## src/clook_pkg.sv

```systemverilog
// Shared types and constants for the C-LOOK scheduler.
package clook_pkg;

  localparam int MAX_REQUESTS = 32;
  localparam int MAX_TRACK    = 1023;
  localparam int TRACK_W      = 10;
  localparam int CNT_W        = $clog2(MAX_REQUESTS + 1);
  localparam int SEEK_W       = 12;
  localparam int CFG_IDX_W    = 1;
  localparam int CFG_DATA_W   = 10;

  localparam logic [CFG_IDX_W-1:0] CFG_START_HEAD = CFG_IDX_W'(0);
  localparam logic [CFG_IDX_W-1:0] CFG_SWEEP_DIR  = CFG_IDX_W'(1);

  typedef logic [TRACK_W-1:0] track_t;

  typedef enum logic [2:0] {
    OP_HOLD,
    OP_INS,
    OP_ROT,
    OP_SHL,
    OP_POP
  } cell_op_e;

  typedef struct packed {
    cell_op_e op;
    track_t   key;
  } cell_ctl_t;

  typedef enum logic [1:0] {
    ST_COLLECT,
    ST_ROTATE,
    ST_SEEK,
    ST_EMIT
  } state_e;

  // Saturate a track to the highest track of the drive.
  function automatic track_t clamp_track(input track_t v);
    clamp_track = (32'(v) > MAX_TRACK) ? TRACK_W'(MAX_TRACK) : v;
  endfunction

endpackage

```

## src/clook_cell.sv

```systemverilog
// One storage cell of the sorted request chain.
module clook_cell
  import clook_pkg::*;
(
  input  logic      clk_i,
  input  logic      rst_ni,
  input  cell_ctl_t ctl_i,
  input  track_t    left_val_i,
  input  logic      left_valid_i,
  input  logic      left_gt_i,
  input  track_t    right_val_i,
  input  logic      right_valid_i,
  input  track_t    head_val_i,
  output track_t    val_o,
  output logic      valid_o,
  output logic      gt_o
);

  track_t val_q, val_d;
  logic   valid_q, valid_d;

  // empty cells count as larger than any key
  assign gt_o    = !valid_q || (val_q > ctl_i.key);
  assign val_o   = val_q;
  assign valid_o = valid_q;

  always_comb begin
    val_d   = val_q;
    valid_d = valid_q;
    case (ctl_i.op)
      OP_INS: begin
        if (gt_o) begin
          val_d = left_gt_i ? left_val_i : ctl_i.key;
        end
        valid_d = valid_q | left_valid_i;
      end
      OP_ROT: begin
        if (valid_q) begin
          val_d = right_valid_i ? right_val_i : head_val_i;
        end
      end
      OP_SHL: begin
        val_d   = right_val_i;
        valid_d = right_valid_i;
      end
      OP_POP: begin
        valid_d = valid_q & right_valid_i;
      end
      default: begin
        val_d   = val_q;
        valid_d = valid_q;
      end
    endcase
  end

  always_ff @(posedge clk_i or negedge rst_ni) begin
    if (!rst_ni) begin
      valid_q <= 1'b0;
    end else begin
      valid_q <= valid_d;
    end
  end

  always_ff @(posedge clk_i) begin
    val_q <= val_d;
  end

endmodule

```

## src/clook_chain.sv

```systemverilog
// Row of cells holding the requests in ascending order.
module clook_chain
  import clook_pkg::*;
(
  input  logic      clk_i,
  input  logic      rst_ni,
  input  cell_ctl_t ctl_i,
  output track_t    first_val_o,
  output track_t    top_val_o
);

  track_t                  val_w    [MAX_REQUESTS];
  track_t                  lval_w   [MAX_REQUESTS];
  track_t                  rval_w   [MAX_REQUESTS];
  logic [MAX_REQUESTS-1:0] valid_w;
  logic [MAX_REQUESTS-1:0] gt_w;
  logic [MAX_REQUESTS-1:0] lvalid_w;
  logic [MAX_REQUESTS-1:0] lgt_w;
  logic [MAX_REQUESTS-1:0] rvalid_w;
  logic [MAX_REQUESTS-1:0] top_w;

  for (genvar i = 0; i < MAX_REQUESTS; i++) begin : g_cell
    if (i == 0) begin : g_left_end
      assign lval_w[i]   = '0;
      assign lvalid_w[i] = 1'b1;
      assign lgt_w[i]    = 1'b0;
    end else begin : g_left
      assign lval_w[i]   = val_w[i-1];
      assign lvalid_w[i] = valid_w[i-1];
      assign lgt_w[i]    = gt_w[i-1];
    end

    if (i == MAX_REQUESTS - 1) begin : g_right_end
      assign rval_w[i]   = '0;
      assign rvalid_w[i] = 1'b0;
    end else begin : g_right
      assign rval_w[i]   = val_w[i+1];
      assign rvalid_w[i] = valid_w[i+1];
    end

    // highest occupied cell
    assign top_w[i] = valid_w[i] & ~rvalid_w[i];

    clook_cell u_cell (
      .clk_i        (clk_i),
      .rst_ni       (rst_ni),
      .ctl_i        (ctl_i),
      .left_val_i   (lval_w[i]),
      .left_valid_i (lvalid_w[i]),
      .left_gt_i    (lgt_w[i]),
      .right_val_i  (rval_w[i]),
      .right_valid_i(rvalid_w[i]),
      .head_val_i   (val_w[0]),
      .val_o        (val_w[i]),
      .valid_o      (valid_w[i]),
      .gt_o         (gt_w[i])
    );
  end

  assign first_val_o = val_w[0];

  always_comb begin
    top_val_o = '0;
    for (int i = 0; i < MAX_REQUESTS; i++) begin
      top_val_o = top_val_o | ({TRACK_W{top_w[i]}} & val_w[i]);
    end
  end

endmodule

```

## src/clook_disk_scheduler_top.sv

```systemverilog
// Top level of the C-LOOK disk scheduler: control, seek sum and output stage.
//
// Channel  | Dir | Handshake            | Beat payload
// ---------+-----+----------------------+---------------------------------------------
// in       | in  | in_valid_i/in_ready_o | track_i, last_request_i
// out      | out | out_valid_o/out_ready_i | served_track_o, total_seek_o, overflow_o,
//          |     |                      | last_served_o
// cfg      | in  | cfg_we_i             | cfg_idx_i, cfg_wdata_i (0 start_head, 1 sweep_dir)
//
// Requests are taken one per cycle while in_ready_o is high; each insert shifts the larger
// entries up one cell. After the last request the entries behind the split point are rotated
// to the back (ST_ROTATE), the seek sum is registered (ST_SEEK), then one result beat per
// cycle is loaded while out_ready_i stays high (ST_EMIT).
// in_ready_o is low from the last request until the final result is loaded.
// Reset empties the chain and sets start_head to 0 and sweep_dir to 1.
// A stall on the output holds the result register; the chain waits behind it.
module clook_disk_scheduler_top
  import clook_pkg::*;
(
  input  logic                  clk_i,
  input  logic                  rst_ni,
  input  logic                  cfg_we_i,
  input  logic [CFG_IDX_W-1:0]  cfg_idx_i,
  input  logic [CFG_DATA_W-1:0] cfg_wdata_i,
  input  logic                  in_valid_i,
  output logic                  in_ready_o,
  input  logic [TRACK_W-1:0]    track_i,
  input  logic                  last_request_i,
  output logic                  out_valid_o,
  input  logic                  out_ready_i,
  output logic [TRACK_W-1:0]    served_track_o,
  output logic [SEEK_W-1:0]     total_seek_o,
  output logic                  overflow_o,
  output logic                  last_served_o
);

  state_e state_q, state_d;

  // configuration
  track_t start_head_q;
  logic   sweep_dir_q;

  // batch bookkeeping
  logic [CNT_W-1:0] cnt_q;     // stored requests
  logic [CNT_W-1:0] rot_q;     // rotations done, ends as the split point
  logic [CNT_W-1:0] rem_q;     // results still to load
  logic             dropped_q;
  track_t           min_q, max_q;
  track_t           bnd_q;     // track next to the split, used by the seek sum
  logic [SEEK_W-1:0] seek_q;

  // output stage
  logic              out_valid_q;
  track_t            out_track_q;
  logic [SEEK_W-1:0] out_seek_q;
  logic              out_ovf_q;
  logic              out_last_q;

  cell_ctl_t ctl;
  track_t    first_val, top_val;
  track_t    head, key;
  logic      in_acc, full, below, rot_go, load;

  assign head   = clamp_track(start_head_q);
  assign key    = clamp_track(track_i);
  assign in_acc = in_valid_i && in_ready_o;
  assign full   = (cnt_q == CNT_W'(MAX_REQUESTS));
  // front entry still belongs behind the split
  assign below  = sweep_dir_q ? (first_val < head) : (first_val <= head);
  assign rot_go = below && (rot_q != cnt_q);
  assign load   = !out_valid_q || out_ready_i;

  clook_chain u_chain (
    .clk_i      (clk_i),
    .rst_ni     (rst_ni),
    .ctl_i      (ctl),
    .first_val_o(first_val),
    .top_val_o  (top_val)
  );

  // next state
  always_comb begin
    state_d = state_q;
    case (state_q)
      ST_COLLECT: if (in_acc && last_request_i) state_d = ST_ROTATE;
      ST_ROTATE:  if (!rot_go) state_d = ST_SEEK;
      ST_SEEK:    state_d = ST_EMIT;
      ST_EMIT:    if (load && rem_q == CNT_W'(1)) state_d = ST_COLLECT;
      default:    state_d = ST_COLLECT;
    endcase
  end

  // outputs of the sequencer
  always_comb begin
    in_ready_o = 1'b0;
    ctl.op     = OP_HOLD;
    ctl.key    = key;
    case (state_q)
      ST_COLLECT: begin
        in_ready_o = 1'b1;
        if (in_acc && !full) ctl.op = OP_INS;
      end
      ST_ROTATE: begin
        if (rot_go) ctl.op = OP_ROT;
      end
      ST_EMIT: begin
        if (load) ctl.op = sweep_dir_q ? OP_SHL : OP_POP;
      end
      default: begin
        ctl.op = OP_HOLD;
      end
    endcase
  end

  // seek sum, split cases: no entries below, no entries above, or a wrap
  logic [SEEK_W-1:0] d_mh, d_mm, d_hm, d_bmin, d_maxb, seek_d;
  logic split0, splitn;

  assign d_mh   = SEEK_W'(max_q - head);
  assign d_mm   = SEEK_W'(max_q - min_q);
  assign d_hm   = SEEK_W'(head - min_q);
  assign d_bmin = SEEK_W'(bnd_q - min_q);
  assign d_maxb = SEEK_W'(max_q - bnd_q);
  assign split0 = (rot_q == '0);
  assign splitn = (rot_q == cnt_q);

  always_comb begin
    if (sweep_dir_q) begin
      if (split0)      seek_d = d_mh;
      else if (splitn) seek_d = d_hm + d_mm;
      else             seek_d = d_mh + d_mm + d_bmin;
    end else begin
      if (splitn)      seek_d = d_hm;
      else if (split0) seek_d = d_mh + d_mm;
      else             seek_d = d_hm + d_mm + d_maxb;
    end
  end

  always_ff @(posedge clk_i or negedge rst_ni) begin
    if (!rst_ni) begin
      state_q      <= ST_COLLECT;
      start_head_q <= '0;
      sweep_dir_q  <= 1'b1;
      cnt_q        <= '0;
      rot_q        <= '0;
      rem_q        <= '0;
      dropped_q    <= 1'b0;
      out_valid_q  <= 1'b0;
    end else begin
      state_q <= state_d;

      if (cfg_we_i) begin
        case (cfg_idx_i)
          CFG_START_HEAD: start_head_q <= cfg_wdata_i[TRACK_W-1:0];
          CFG_SWEEP_DIR:  sweep_dir_q  <= cfg_wdata_i[0];
          default:        ;
        endcase
      end

      // a new beat is loaded, or the held one leaves
      if (state_q == ST_EMIT && load) begin
        out_valid_q <= 1'b1;
      end else if (out_ready_i) begin
        out_valid_q <= 1'b0;
      end

      case (state_q)
        ST_COLLECT: begin
          rot_q <= '0;
          if (in_acc) begin
            if (full) dropped_q <= 1'b1;
            else      cnt_q     <= cnt_q + CNT_W'(1);
          end
        end
        ST_SEEK: begin
          rem_q <= cnt_q;
        end
        ST_ROTATE: begin
          if (rot_go) rot_q <= rot_q + CNT_W'(1);
        end
        ST_EMIT: begin
          if (load) begin
            rem_q <= rem_q - CNT_W'(1);
            if (rem_q == CNT_W'(1)) begin
              cnt_q     <= '0;
              dropped_q <= 1'b0;
            end
          end
        end
        default: ;
      endcase
    end
  end

  // payload registers
  always_ff @(posedge clk_i) begin
    case (state_q)
      ST_COLLECT: begin
        if (in_acc && !full) begin
          if (cnt_q == '0 || key < min_q) min_q <= key;
          if (cnt_q == '0 || key > max_q) max_q <= key;
        end
      end
      ST_ROTATE: begin
        // upward sweep needs the last entry rotated away,
        // downward sweep the first entry left at the front
        if (rot_go ? sweep_dir_q : !sweep_dir_q) bnd_q <= first_val;
      end
      ST_SEEK: begin
        seek_q <= seek_d;
      end
      ST_EMIT: begin
        if (load) begin
          out_track_q <= sweep_dir_q ? first_val : top_val;
          out_seek_q  <= seek_q;
          out_ovf_q   <= dropped_q;
          out_last_q  <= (rem_q == CNT_W'(1));
        end
      end
      default: ;
    endcase
  end

  assign out_valid_o    = out_valid_q;
  assign served_track_o = out_track_q;
  assign total_seek_o   = out_seek_q;
  assign overflow_o     = out_ovf_q;
  assign last_served_o  = out_last_q;

endmodule

```

## config.mk

```make
export PLATFORM = sky130hd
export DESIGN_NAME = clook_disk_scheduler_top
export DESIGN_NICKNAME = d
export VERILOG_FILES = /design/src/clook_pkg.sv /design/src/clook_cell.sv /design/src/clook_chain.sv /design/src/clook_disk_scheduler_top.sv
export SDC_FILE = /design/constraint.sdc
export NUM_CORES = 2
export LEC_CHECK = 0
export BUFFER_PORTS_ARGS = -buffer_cell sky130_fd_sc_hd__buf_4
export CAP_MARGIN = 20
export CORE_MARGIN = 8
export CORE_UTILIZATION = 59
export DETAILED_ROUTE_END_ITERATION = 6
export MAX_ROUTING_LAYER = met4
export PLACE_DENSITY = 0.79
export SLEW_MARGIN = 0
export SYNTH_ARGS = -nofsm -noshare
export SYNTH_HDL_FRONTEND = slang
export SYNTH_SLANG_ARGS = --single-unit
```

## constraint.sdc

```tcl
create_clock -name clk_i -period 3.9 [get_ports clk_i]
set_input_delay 0.585 -clock clk_i [delete_from_list [all_inputs] [get_ports clk_i]]
set_output_delay 0.585 -clock clk_i [all_outputs]
set_load 0.1 [all_outputs]
```

==> flow_summary.toml <==
[sta]
fmax_mhz = 222.5
fin_crit_sh_pct = 115.2
max-slew-margin-rel_pct = 9.562
finClkSkew_ps = 19.86
setup_slack_ps = -593.6
rsz0062_at_grt = "yes"
finalSetupViolations = 7
drv_slew = 0
worst_pin_slew_ps = 1354
setup_tns_ps = -2322
layout_min_cycle_time_ps = 4494
hold_violations = 0

[logic_synthesis]
synth.area.top_cells = "edfxtp_1 (31%), ha_1 (15%), mux2i_1 (7.7%)"
async_reset_ff_share_pct = 14.41
synthFlopType = "edfxtp_1"
synth_area_leader_cell = "edfxtp_1"
syn_nets = 4371
netlist_instances = 3882
ys_types = 72
yosysTopAreaCellShare_pct = 30.73
yosysWarnings = 0
ys_seq_area_share_pct = 35.05
synth_area_sq_mm = 0.03772
avgSynthCellArea_sq_um = 9.716
ys_seq_elements = 451
synth_edf_count = 386

[placement]
hpwl_um = 124300
dpl_cell_area_sq_mm = 0.04138
io_buffers = 52
dp_cells = 4885
gp_congestion = 1.110

[run_status]
violations = "design-rule violations, negative setup slack"
status = "finished with violations"

[worst_hold_path]
hold_path.class = "input port to asynchronous set/reset pin"

[critical_path]
critPathBufInv = 4
crit_family = "compound AO/OA/AOI/OAI gates"
rrSetupSlack_ps = -590
ff2ff_path_depth = 24
arrival_ps = 4840
critPathCaptureType = "flip-flop"
path_class = "flip-flop to flip-flop"
path_max_fanout = 4
critPathSlowestCell = "edfxtp_1"
required_ps = 4250
start_kind = "flip-flop"
crit_chain = "inv_2 > buf_6 > ha_4 > inv_2 > fa_2 > a21o_1 > a21oi_2 > nor2_1 > a211oi_2 > xnor2_1 > ha_2 > or2_4 > a21oi_4 > buf_4 > o21ba_4 > a21oi_4 > xnor2_2 > ha_4 > a21oi_1 > o21ai_1 > xnor2_1 > nand3_1 > o311ai_2 > a22oi_1"
slowest_delay_ps = 400
reg2reg_from = "max_q[0]"
reg2reg_to = "seek_q[10]"

[floorplanning]
row_count = 92
core_area_sq_mm = 0.06320
fp.dieArea_sq_mm = 0.07227
num_io_pins = 53
die_y_um = 268.8
dieWidth_um = 268.8
start_util_pct = 59.68

[power]
vdd_drop_max_mv = 0.6924
p_leak_nw = 19.65
power.density_mw_per_mm2 = 1075
power_w = 0.04712

[global_route]
antenna_found_initial = 14
grt_pass1_wl_um = 251500
grt_max_degree = 52
overflow = 0
track_usage_pct = 49.43
grt_pass1_vias = 35826

[drt]
drt_iter0_drc = 6246
viasPerCell = 7.640
firstDrtPassIters = 7
drc = 16
num_vias = 38337
wl_um = 179300
drtAntennaViolNets = 0
wl_per_cell_um = 35.73

[clocking]
clkTransAtPathRegs_ps = 60
htreeDepth = 2
cts_root_buf = "clkbuf_16"
clkSinkCount = 451
worst_skew_pair.late_latency_ps = 630
clock_path_buffers = 3
cts_made_buffers = 53
tritoncts = "built"

[finish]
final_area_sq_mm = 0.04383
n_fill_cell = 4806
area_delta_synth_final_pct = 16.21
finalNetCount = 4603
layout_common_cells = "nor2_1 (443), ha_1 (441), edfxtp_1 (386), buf_4 (383), mux2i_1 (289)"
fin_util_pct = 69.36
mostFrequentLayoutCell = "nor2_1"
final_cells = 5018
layout-drive-gt1-share_pct = 15.87

[flow_run]
drv_cap = 0
## power breakdown
part           internal [W]  switching, W  total, W
registers           0.00871       0.00459    0.0133
clock network       0.00318       0.00217   0.00535
logic                0.0123        0.0162    0.0285
## flip-flops by register name, indices dropped and copies added, names as in the netlist, 12 cells and up
signal,cells
u_chain.g_cell.u_cell.val_o,320
total_seek_o,12
seek_q,12
u_chain.g_cell.u_cell.valid_o,32
## final cells by class
class	count	area (sq um)	area share [%]
Tap cell	846	1059	2.415
Timing Repair Buffer	416	3497	7.978
Clock inverter	18	251.5	0.5737
Clock buffer	81	1583	3.611
Multi-Input combinational cell	3011	23500	53.62
Inverter	181	685.7	1.564
Antenna cell	14	35.03	0.07992
Sequential cell	451	13220	30.16
## cell families (layout without fill, tap and decap cells)
logic type               after synthesis  count (layout)  share of synthesized area, %
flip-flops                           451             451                         35.05
adder cells (fa/ha/maj)              462             462                         15.51
other                                  0              14                             0
AND/OR/NAND/NOR                     1033            1033                         12.80
multiplexers                         293             293                         7.789
XOR/XNOR                              81              81                         1.881
buffers and inverters                420             696                         4.319
AO/OA/AOI/OAI                       1142            1142                         22.65
## cell usage after synthesis (all sizes together), types with 46 or more instances
cell type and instances:
nor2 454, ha 453, edfxtp 386, mux2i 289
a221o 279, nand2 230, clkbuf 216, a21oi 200
inv 181, o21ai 128, a21o 102, a22oi 101
nand4 90, nor2b 84, nand3 65, dfrtp 64
o22ai 61, xnor2 46
## per-stage QoR
stage / hold slack (ps) / setup WS (ps)
global route: 76.45 / -798.1
CTS: 61.69 / -527.8
floorplan: 289.4 / -176.1
finish: 27.43 / -593.6
detailed placement: 407.2 / -539.3
global placement: 400.2 / -458.3
## worst register-to-register path, cell delays in order (launching register included)
cell	delay (ps)
edfxtp_1	400
inv_2	80
buf_6	100
ha_4	130
inv_2	40
fa_2	340
a21o_1	200
a21oi_2	170
nor2_1	90
a211oi_2	200
xnor2_1	180
ha_2	320
or2_4	260
a21oi_4	180
buf_4	130
o21ba_4	170
a21oi_4	170
xnor2_2	150
ha_4	240
a21oi_1	110
o21ai_1	90
xnor2_1	140
nand3_1	110
o311ai_2	110
a22oi_1	110
## worst max path at each step
stage	slack [ps]	cells after the start	endpoint	startpoint
after global routing	-800	24	seek_q[10]	max_q[0]
after floorplan	-180	22	seek_q[9]	max_q[0]
after CTS	-530	25	seek_q[11]	max_q[0]
final	-590	24	seek_q[10]	max_q[0]
after global placement	-460	23	seek_q[9]	max_q[0]
after detailed placement	-540	21	seek_q[10]	max_q[1]
## routing by layer
| layer | global-route usage (%) | part of all wire, % | vias to the layer above | wire, um |
|---|---|---|---|---|
| met2 | 68.75 | 40 | 3637 | 72590 |
| met4 | 35.11 | 9.5 | 0 | 17050 |
| met3 | 18.57 | 16 | 1208 | 28790 |
| li1 | - | - | 15516 | - |
| met1 | 58.42 | 34 | 17976 | 60870 |
| met5 | - | 0 | - | 0 |
## timing repair
action | in CTS | in global routing
pin swaps | 21 | 39
buffers inserted | 10 | 9
resized for setup | 39 | 58
endpoints found under the hold margin | 0 | 0
endpoints found under the setup margin | 7 | 188
hold buffers | 0 | 0
No activity file was read; power rests on OpenSTA's default activity.
